==> src/rtl/dwepc_pkg.sv <==
`timescale 1ns / 1ps
// ----------------------------------------------------------------------------
// dwepc_pkg: shared types and constants for the wheel pulse counter
// Payload structs, register codes, window sizing and the per-wheel qualifier.
// ----------------------------------------------------------------------------
package dwepc_pkg;

  localparam int SAMPLE_W   = 10;
  localparam int TIME_W     = 32;
  localparam int COUNT_W    = 32;
  localparam int LOCKOUT_W  = 16;
  localparam int CFG_DATA_W = 16;

  // averaging window depth, 1 to 16
  localparam int WIN_LEN = 3;
  localparam int POS_W   = (WIN_LEN > 1) ? $clog2(WIN_LEN) : 1;
  localparam int SUM_W   = $clog2(WIN_LEN * (2**SAMPLE_W - 1) + 1);

  // divide by WIN_LEN as multiply by a rounded-up reciprocal; the error term
  // stays below 1/WIN_LEN over the whole sum range, so the floor is exact
  localparam int RECIP_SH = SUM_W + $clog2(WIN_LEN) + 1;
  localparam int RECIP    = (2**RECIP_SH + WIN_LEN - 1) / WIN_LEN;
  localparam int RECIP_W  = $clog2(RECIP + 1);
  localparam int PROD_W   = SUM_W + RECIP_W;

  localparam logic [SAMPLE_W-1:0]  LOW_THR_RST  = SAMPLE_W'(500);
  localparam logic [SAMPLE_W-1:0]  HIGH_THR_RST = SAMPLE_W'(600);
  localparam logic [LOCKOUT_W-1:0] LOCKOUT_RST  = LOCKOUT_W'(300);

  typedef enum logic [1:0] {
    CFG_LOW_THR  = 2'd0,
    CFG_HIGH_THR = 2'd1,
    CFG_LOCKOUT  = 2'd2
  } cfg_reg_t;

  typedef struct packed {
    logic [SAMPLE_W-1:0] left_sample;
    logic [SAMPLE_W-1:0] right_sample;
    logic [TIME_W-1:0]   now_us;
    logic                clear_counts;
  } in_item_t;

  typedef struct packed {
    logic [COUNT_W-1:0] left_count;
    logic [COUNT_W-1:0] right_count;
    logic               left_level;
    logic               right_level;
  } out_item_t;

  typedef struct packed {
    logic               level;
    logic [TIME_W-1:0]  fall_time;
    logic [TIME_W-1:0]  rise_time;
    logic [COUNT_W-1:0] count;
  } wheel_t;

  localparam wheel_t WHEEL_RST = '{level: 1'b1, fall_time: '0, rise_time: '0, count: '0};

  function automatic logic [SAMPLE_W-1:0] win_avg(input logic [SUM_W-1:0] sum);
    logic [PROD_W-1:0] prod;
    prod = {{RECIP_W{1'b0}}, sum} * PROD_W'(RECIP);
    return prod[RECIP_SH +: SAMPLE_W];
  endfunction

  // hysteresis comparator with lockout; low test wins on crossed thresholds
  function automatic wheel_t wheel_step(
    input wheel_t                cur,
    input logic [SAMPLE_W-1:0]  avg,
    input logic [TIME_W-1:0]    now,
    input logic [SAMPLE_W-1:0]  low_thr,
    input logic [SAMPLE_W-1:0]  high_thr,
    input logic [LOCKOUT_W-1:0] lockout,
    input logic                 clr
  );
    wheel_t            nxt;
    logic [TIME_W-1:0] since_rise;
    logic [TIME_W-1:0] since_fall;
    nxt        = cur;
    since_rise = now - cur.rise_time;
    since_fall = now - cur.fall_time;
    if (clr) begin
      nxt.count = '0;
    end
    if (avg < low_thr) begin
      if (cur.level && (since_rise > TIME_W'(lockout))) begin
        nxt.level     = 1'b0;
        nxt.fall_time = now;
        nxt.count     = nxt.count + COUNT_W'(1);
      end
    end else if (avg > high_thr) begin
      if (!cur.level && (since_fall > TIME_W'(lockout))) begin
        nxt.level     = 1'b1;
        nxt.rise_time = now;
      end
    end
    return nxt;
  endfunction

endpackage

==> src/rtl/dual_wheel_encoder_pulse_counter_core.sv <==
`timescale 1ns / 1ps
// ----------------------------------------------------------------------------
// dual_wheel_encoder_pulse_counter_core: two-wheel encoder pulse counter
// Averages each wheel's recent samples, qualifies them through a hysteresis
// comparator with lockout and counts falling transitions per wheel.
// ----------------------------------------------------------------------------
//  channel | handshake              | payload
//  --------+------------------------+------------------------------------------
//  in      | in_valid / in_stall    | in_data  (samples, timestamp, clear)
//  out     | out_valid / out_stall  | out_data (counts, levels)
//  cfg     | cfg_valid / cfg_ready  | cfg_index, cfg_data (always ready)
//
//  one item per cycle sustained while out_stall stays low; a result passes
//  through the input register, then the result register
//  the window add, reciprocal multiply and 32-bit elapsed-time compare sit
//  between the two registers
//  rst is synchronous: thresholds go to 500/600, lockout to 300, windows
//  and times to zero, levels high, counters zero
//  a stalled result holds; in_stall rises only while the input register is
//  full and the result register cannot drain
// ----------------------------------------------------------------------------
module dual_wheel_encoder_pulse_counter_core (
  input  logic                                   clk,
  input  logic                                   rst,
  input  logic                                   in_valid,
  output logic                                   in_stall,
  input  dwepc_pkg::in_item_t                    in_data,
  output logic                                   out_valid,
  input  logic                                   out_stall,
  output dwepc_pkg::out_item_t                   out_data,
  input  logic                                   cfg_valid,
  output logic                                   cfg_ready,
  input  dwepc_pkg::cfg_reg_t                    cfg_index,
  input  logic [dwepc_pkg::CFG_DATA_W-1:0]       cfg_data
);
  import dwepc_pkg::*;

  logic [SAMPLE_W-1:0]  low_thr;
  logic [SAMPLE_W-1:0]  high_thr;
  logic [LOCKOUT_W-1:0] lockout;

  logic                 s1_vld;
  in_item_t             s1_data;
  logic                 adv;
  logic                 in_xfer;

  logic [SAMPLE_W-1:0]  left_win  [WIN_LEN];
  logic [SAMPLE_W-1:0]  right_win [WIN_LEN];
  logic [POS_W-1:0]     pos;
  logic [POS_W-1:0]     pos_next;
  wheel_t               left_whl;
  wheel_t               right_whl;
  wheel_t               left_whl_next;
  wheel_t               right_whl_next;
  logic [SUM_W-1:0]     left_sum;
  logic [SUM_W-1:0]     right_sum;

  assign cfg_ready = 1'b1;

  always_ff @(posedge clk) begin
    if (rst) begin
      low_thr  <= LOW_THR_RST;
      high_thr <= HIGH_THR_RST;
      lockout  <= LOCKOUT_RST;
    end else if (cfg_valid && cfg_ready) begin
      unique case (cfg_index)
        CFG_LOW_THR:  low_thr  <= cfg_data[SAMPLE_W-1:0];
        CFG_HIGH_THR: high_thr <= cfg_data[SAMPLE_W-1:0];
        CFG_LOCKOUT:  lockout  <= cfg_data[LOCKOUT_W-1:0];
        default: ;
      endcase
    end
  end

  // input register drains whenever the result register is empty or taken
  assign adv      = s1_vld && (!out_valid || !out_stall);
  assign in_stall = s1_vld && !adv;
  assign in_xfer  = in_valid && !in_stall;

  always_ff @(posedge clk) begin
    if (rst) begin
      s1_vld <= 1'b0;
    end else if (in_xfer) begin
      s1_vld <= 1'b1;
    end else if (adv) begin
      s1_vld <= 1'b0;
    end
  end

  always_ff @(posedge clk) begin
    if (in_xfer) begin
      s1_data <= in_data;
    end
  end

  // window sums with the new sample replacing the oldest entry
  always_comb begin
    left_sum  = '0;
    right_sum = '0;
    for (int i = 0; i < WIN_LEN; i++) begin
      if (pos == POS_W'(i)) begin
        left_sum  = left_sum + SUM_W'(s1_data.left_sample);
        right_sum = right_sum + SUM_W'(s1_data.right_sample);
      end else begin
        left_sum  = left_sum + SUM_W'(left_win[i]);
        right_sum = right_sum + SUM_W'(right_win[i]);
      end
    end
  end

  assign pos_next = (pos == POS_W'(WIN_LEN - 1)) ? '0 : pos + POS_W'(1);

  assign left_whl_next = wheel_step(left_whl, win_avg(left_sum), s1_data.now_us,
                                    low_thr, high_thr, lockout, s1_data.clear_counts);
  assign right_whl_next = wheel_step(right_whl, win_avg(right_sum), s1_data.now_us,
                                     low_thr, high_thr, lockout, s1_data.clear_counts);

  always_ff @(posedge clk) begin
    if (rst) begin
      pos       <= '0;
      left_whl  <= WHEEL_RST;
      right_whl <= WHEEL_RST;
      for (int i = 0; i < WIN_LEN; i++) begin
        left_win[i]  <= '0;
        right_win[i] <= '0;
      end
    end else if (adv) begin
      pos            <= pos_next;
      left_whl       <= left_whl_next;
      right_whl      <= right_whl_next;
      left_win[pos]  <= s1_data.left_sample;
      right_win[pos] <= s1_data.right_sample;
    end
  end

  always_ff @(posedge clk) begin
    if (rst) begin
      out_valid <= 1'b0;
    end else if (adv) begin
      out_valid <= 1'b1;
    end else if (!out_stall) begin
      out_valid <= 1'b0;
    end
  end

  always_ff @(posedge clk) begin
    if (adv) begin
      out_data.left_count  <= left_whl_next.count;
      out_data.right_count <= right_whl_next.count;
      out_data.left_level  <= left_whl_next.level;
      out_data.right_level <= right_whl_next.level;
    end
  end

  a_pos_range: assert property (@(posedge clk) disable iff (rst)
    pos <= POS_W'(WIN_LEN - 1))
    else $error("window position out of range");

  a_stall_needs_full: assert property (@(posedge clk) disable iff (rst)
    in_stall |-> (s1_vld && out_valid && out_stall))
    else $error("input stalled without a blocked result");

  a_level_hold: assert property (@(posedge clk) disable iff (rst)
    !adv |=> ($stable(left_whl.level) && $stable(right_whl.level)))
    else $error("level changed without an item");

  a_count_step: assert property (@(posedge clk) disable iff (rst)
    (adv && !s1_data.clear_counts) |=>
      (left_whl.count == $past(left_whl.count) ||
       left_whl.count == $past(left_whl.count) + COUNT_W'(1)))
    else $error("left count moved by more than one");

  a_result_matches: assert property (@(posedge clk) disable iff (rst)
    adv |=> (out_valid && out_data.left_count == left_whl.count &&
             out_data.right_level == right_whl.level))
    else $error("result register out of step with wheel state");

endmodule
==> config.mk <==
export PLATFORM = sky130hd
export DESIGN_NAME = dual_wheel_encoder_pulse_counter_core
export DESIGN_NICKNAME = d
export VERILOG_FILES = /design/src/rtl/dwepc_pkg.sv /design/src/rtl/dual_wheel_encoder_pulse_counter_core.sv
export SDC_FILE = /design/constraint.sdc
export NUM_CORES = 1
export LEC_CHECK = 0
export BUFFER_PORTS_ARGS = -buffer_cell sky130_fd_sc_hd__buf_2
export CORE_ASPECT_RATIO = 0.9
export CORE_UTILIZATION = 55
export DETAILED_ROUTE_END_ITERATION = 8
export GPL_TIMING_DRIVEN = 0
export PLACE_DENSITY = 0.77
export SLEW_MARGIN = 20
export SYNTH_ARGS = -nofsm -noshare
export SYNTH_HDL_FRONTEND = slang
export SYNTH_SLANG_ARGS = --single-unit
==> constraint.sdc <==
create_clock -name clk -period 13.6 [get_ports clk]
set_clock_uncertainty 0.1 [all_clocks]
set_input_delay 2.72 -clock clk [delete_from_list [all_inputs] [get_ports clk]]
set_output_delay 2.72 -clock clk [all_outputs]
set_load 0.02 [all_outputs]
==> metrics.md, run 1 <==
| Metric | Value |
|---|---|
| Post-synth net total | 4516 |
| Starting density of the core | roughly 56% |
| Worst hold path stage count | 2 |
| Post-synth ARST share | 0% |
| Synth top area share | between 10% and 20% |
| RSZ-0062 raised after global routing | no |
| Ys Warns | 0 |
| Avg Cell Area, Syn | 8.651 µm² |
| CP Launch Type | register |
| R2r worst-path depth | 45 |
| DIE AREA | 0.06303 mm² |
| Netlist Area Pre-Place | 0.03412 mm² |
| Final nets | 4710 |
| Slew Viols, Final | 0 |
| Layout area overhead | 10.13% |
| ANT nets after route | 0 |
| Global-route wire length before repair | 145300 µm |
| GRT Residual Overflow | 0 |
| CP max stage cell | a41oi_2 |
| Largest fanout on the critical path | 10 |
| Crit-path most repeated cell | ha_1 |
| Slew of the pin with the lowest slew margin | 1.116 ns |
| CTS Sinks | 413 |
| Max Fclk | 0.07778 GHz |
| DR WL/cell | 18.50 µm |
| Kind of cell adding the most delay to the critical path | compound AO/OA/AOI/OAI gates |
| Die height | 238.3 µm |
| HP Class | reg2reg |
| Status | finished clean |
| Die Width | 264.5 µm |
| Yosys top cell by area | edfxtp_1 |
| Worst path max stage delay | slightly below 0.6 ns |
| Detailed Place HPWL | slightly above 70000 µm |
| CTS Buf Count | 45 |
| Sequential area share after synthesis | 29.49% |
| PortBufs | between 100 and 150 |
| Root Buffer | clkbuf_16 |
| RePlAce Congestion | 1.005 |
| CTS tree | yes |
| Synth Instances | 3944 |
| Critical path type | reg2reg |
| IO Pins | roughly 150 |
| Setup TNS | 0 ns |
| Num rows | 86 |
| Post-synth top flop | dfxtp_1 |
| Area of the multi-input gates | 0.02190 mm² |
| Vias in the first global route | 27680 |
| Placeable Area | 0.06123 mm² |
| Worst R2R Setup Slack | 0.74 ns |
| Clock slew at reported path FFs | 0.07 ns |
| Layout cell share with drive strength beyond 1 | under 10% |
| Number of fillers in the final layout | 5230 |
| Final hold vios | 0 |
| H-tree levels | 2 |
| CP endpoint kind | register |
| DRC errors left | 0 |
| Worst Path Arrival | 13.28 ns |
| Initial antenna violation count | 1 |
| Insertion delay to the later sink of the worst-skew pair | 0.63 ns |
| R2R Path End | left_whl[43] |
| R2R Path Start | pos[1] |
| Tmin final | 12.86 ns |
| Tot GR Track Use | 28.78% |
| Max cap viols | 0 |
| WHS Endpoint | left_whl[85] |
| EDFF count, synth | 179 |
| Bufs on Longest Clock Path | 3 |
| Largest net degree at the start of global routing | 42 |
| Leading cell types by total area after synthesis | edfxtp_1 (16%), ha_1 (15%), dfxtp_1 (14%) |
| Hold Crit Start | left_whl[85] |
| Tcrit/Tclk final | approximately 95% |
| Critical path buffer and inverter count | 6 |
| Seq. cell area | between 0.01 and 0.015 mm² |
| DR iter-0 viols | roughly 2500 |
| Critical Path RT | 14.02 ns |
| Slew headroom | 25.62% |
| Final setup vio count | 0 |
| Vias | 29290 |
| Pre-Repair DR Iteration Count | 7 |
| Cell variety after synth | 96 |
| Hold-fix buffers at CTS | 0 |
| Seq cells post-synth | 413 |
| DRT Wirelength | 91900 µm |
| Vias per std cell | 5.895 |
## logic make-up (layout without fill, tap and decap cells)
group / after synthesis / count (layout) / synth area share, %
and+or+nand+nor: 1271 / 1271 / 17.97
AOI/OAI and AO/OA: 838 / 838 / 15.84
buffers and inverters: 564 / 795 / 6.480
adders and majority gates: 496 / 496 / 20.08
DFF: 413 / 413 / 29.49
xor gates and xnor gates: 186 / 186 / 4.775
muxes: 175 / 175 / 5.362
other: 1 / 2 / 0.01099
## metal layers
layer  up-vias  GRT usage, %  wire length (µm)
li1      14290             -                 -
met1     13730         38.37             40000
met2      1059         46.92             41410
met3       206         4.499              6912
met4         0         11.06              3578
met5         -             0                 0
## cells in the final DEF, fill, tap and decap left out, drive strengths merged, types with 19 or more instances in the layout
master  synthesis  routed
or4            21      21
xnor2         131     131
o21ai         149     149
xor2           55      55
fa             86      86
o21bai         22      22
a31oi          25      25
nor2          240     240
ha            410     410
o211ai         45      45
nand2         482     482
a21oi         298     298
mux2i         113     113
and2           82      82
o31ai          21      21
nand2b         48      48
nand3          83      83
a21o           58      58
dfxtp         234     234
and3           36      36
nor4           24      24
nor2b          47      47
buf            43     189
inv           418     421
edfxtp        179     179
mux2           62      62
a211oi         19      19
o21a           43      43
nor3           62      62
nand4          62      62
or3            34      34
clkbuf        103     158
## state kept, by name, indices dropped and copies added, names as in the netlist
| register | count |
|---|---|
| left_whl | 97 |
| right_whl | 97 |
| out_data | 66 |
| s1_data | 53 |
| left_win | 30 |
| right_win | 30 |
| lockout | 16 |
| high_thr | 10 |
| low_thr | 10 |
| pos | 2 |
| out_valid | 1 |
| s1_vld | 1 |
## synth_stat cells (all sizes together) (45+ instances only)
cell,instances
a21o,58
a21oi,298
and2,82
clkbuf,103
dfxtp,234
edfxtp,179
fa,86
ha,410
inv,418
mux2,62
mux2i,113
nand2,482
nand2b,48
nand3,83
nand4,62
nor2,240
nor2b,47
nor3,62
o211ai,45
o21ai,149
xnor2,131
xor2,55
## how the worst max path moves through the flow
stage | start | to | slack, ns | cells past startpoint
finish | pos[1] | left_whl[43] | 0.74 | 45
detailed placement | pos[1] | left_whl[60] | 0.53 | 45
global route | pos[1] | left_whl[37] | 0.06 | 45
CTS | pos[1] | left_whl[37] | 0.45 | 45
floorplan | pos[1] | left_whl[11] | 2.98 | 46
global placement | pos[1] | left_whl[53] | 0.77 | 45
## through the flow
stage	std cells	utilization (%)	area (µm²)	hold WS, ns	setup slack [ns]
after floorplan	3944	-	34120	0.3347	2.977
after global placement	4879	58.51	35820	0.3420	0.7744
after detailed placement	4883	58.69	35930	0.3464	0.5289
after CTS	4967	61.33	37550	0.3558	0.4505
after global routing	4968	61.37	37570	0.3686	0.06346
final	4968	61.37	37570	0.3550	0.7436
## worst register-to-register path: cells and delay by family (launching register included)
family | cells | cell delay (ns)
buf+inv | 6 | 1.07
simple gates | 6 | 1.28
compound gates | 19 | 5.18
flops | 1 | 0.41
mux | 2 | 0.65
fa+ha+maj | 8 | 3.34
xor+xnor | 4 | 0.78
## cell type report
class                      count  area share (%)
antenna                        1        0.006660
timing repair buffer         147           2.085
clock buffer                  54           3.253
clock inverter                30           1.059
tap                          792           2.637
buffer                       146           1.725
sequential                   413           26.77
inverter                     418           4.176
multi-input combinational   2967           58.29
## what timing repair did
item                       CTS  global route
setup endpoints to repair    0            36
gates resized for setup      0             3
setup buffers                0             0
Power of run 1 is left out: the tool's default activity adds up to more than one toggle a clock period on the data nets, which glitch-free logic cannot reach.
==> run 2: changes to the inputs <==
- CTS_BUF_LIST: not set -> sky130_fd_sc_hd__clkbuf_16
- GPL_TIMING_DRIVEN: 0 -> not set
==> metrics.md, run 2 (synthesized netlist as in run 1, its figures left out) <==
| Metric | Value |
|---|---|
| Hold-fix buffers at CTS | 0 |
| HP Class | reg2reg |
| Placeable Area | 0.06123 mm² |
| Starting density of the core | 55.72% |
| PortBufs | 143 |
| WHS Endpoint | left_whl[82] |
| Pre-Repair DR Iteration Count | 6 |
| Slew Viols, Final | 0 |
| Worst hold path stage count | 2 |
| CTS Buf Count | 46 |
| Worst Path Arrival | approximately 12 ns |
| CP endpoint kind | register |
| CTS Sinks | between 400 and 500 |
| Setup TNS | 0 ns |
| Initial antenna violation count | 0 |
| RSZ-0062 raised after global routing | no |
| Tot GR Track Use | around 27% |
| ANT nets after route | 0 |
| CTS tree | yes |
| Vias per std cell | ~5.9 |
| R2R Path End | left_whl[36] |
| Die Width | 264.5 µm |
| Largest fanout on the critical path | 21 |
| Status | finished clean |
| DP Area | 0.03542 mm² |
| Commonest non-fill, non-tap cell in the layout | nand2_1 |
| CTS resizes | 0 |
| DRC errors left | 0 |
| Largest regs | left_whl: 97 flops, right_whl: 97 flops, out_data: 66 flops |
| Tmin final | 12.06 ns |
| Layout area overhead | 8.512% |
| Hold Crit Start | left_whl[82] |
| Seq. cell area | 0.01006 mm² |
| DR iter-0 viols | 2266 |
| Slew of the pin with the lowest slew margin | 1.112 ns |
| Final hold vios | 0 |
| Tcrit/Tclk final | approximately nine tenths |
| Fin area | around 0.037 mm² |
| Slew headroom | 25.80% |
| DIE AREA | 0.06303 mm² |
| Max cap viols | 0 |
| RePlAce Congestion | 0.9451 |
| Critical path type | reg2reg |
| DR WL/cell | 18.05 µm |
| H-tree levels | 2 |
| Number of fillers in the final layout | 5259 |
| Layout cell share with drive strength beyond 1 | ~9% |
| CP max stage cell | fa_1 |
| Crit-path most repeated cell | ha_1 |
| Insertion delay to the later sink of the worst-skew pair | 0.62 ns |
| Most frequent cells in the layout | nand2_1 (480), inv_1 (423), ha_1 (410) |
| R2R Path Start | pos[0] |
| CP Launch Type | register |
| Global-route wire length before repair | 140200 µm |
| Die height | 238.3 µm |
| DP Worst Slack | 1.720 ns |
| GRT Residual Overflow | 0 |
| Final setup vio count | 0 |
| Detailed Place HPWL | 66460 µm |
| Worst R2R Setup Slack | 1.54 ns |
| IO Pins | between 100 and 150 |
| Bufs on Longest Clock Path | 3 |
| Max Fclk | 0.08295 GHz |
| Clock slew at reported path FFs | 0.07 ns |
| Num rows | 86 |
| Post-layout util | 60.47% |
| DRT Wirelength | between 80000 and 90000 µm |
| Setup WS post-layout | ~1.5 ns |
| Final nets | ~4600 |
| Critical Path RT | 14.04 ns |
| Post-CTS setup buffer count | 0 |
| Root Buffer | clkbuf_16 |
| Worst path max stage delay | 0.59 ns |
| Vias in the first global route | roughly 27000 |
| Largest net degree at the start of global routing | 101 |
| Vias | 28700 |
| R2r worst-path depth | 44 |
| Area of the multi-input gates | about 0.022 mm² |
==> run 2: cell types whose count changed in the layout (fill, tap and decap cells not counted), sizes merged <==
cell      change
clkbuf      -112
buf          -21
clkinv       +10
clkinvlp      -9
inv           +9
==> run 2: cell type report <==
type / count / area share (%)
antenna: 1 / 0.006759
inverter: 418 / 4.248
clock buffer: 46 / 3.109
multi-input combinational: 2967 / 59.18
timing repair buffer: 168 / 2.447
clock inverter: 40 / 1.156
sequential: 413 / 27.17
tap: 792 / 2.677
==> run 2: critical path, delay by kind of cell (launching register included) <==
family / cells / cell delay (ns)
fa+ha+maj: 9 / 3.53
simple gates: 7 / 1.40
mux: 2 / 0.60
buf+inv: 6 / 1.05
flops: 1 / 0.35
compound gates: 16 / 3.92
xor+xnor: 4 / 1.00
==> run 2: how the worst max path moves through the flow <==
| stage | startpoint | end | slack (ns) |
|---|---|---|---|
| after detailed placement | pos[0] | left_whl[48] | 1.72 |
| final | pos[0] | left_whl[36] | 1.54 |
| after global routing | pos[0] | left_whl[36] | 0.69 |
| after floorplan | pos[1] | left_whl[11] | 2.98 |
| after CTS | pos[0] | left_whl[48] | 1.58 |
| after global placement | pos[0] | left_whl[33] | 2.05 |
==> run 2: metal layers <==
metal,global-route usage (%),wire length [µm],vias to the layer above
li1,-,-,14030
met1,37.52,39190,13500
met2,45.13,39750,979
met3,3.055,5886,185
met4,8.879,2618,0
met5,0,0,-
==> run 2: stage by stage <==
step                hold slack, ns  std cells
CTS                         0.3545       4844
global placement            0.3413       4758
finish                      0.3530       4845
detailed placement          0.3463       4758
global route                0.3707       4844
floorplan                   0.3347       3944
Power of run 2 is left out for the same reason.
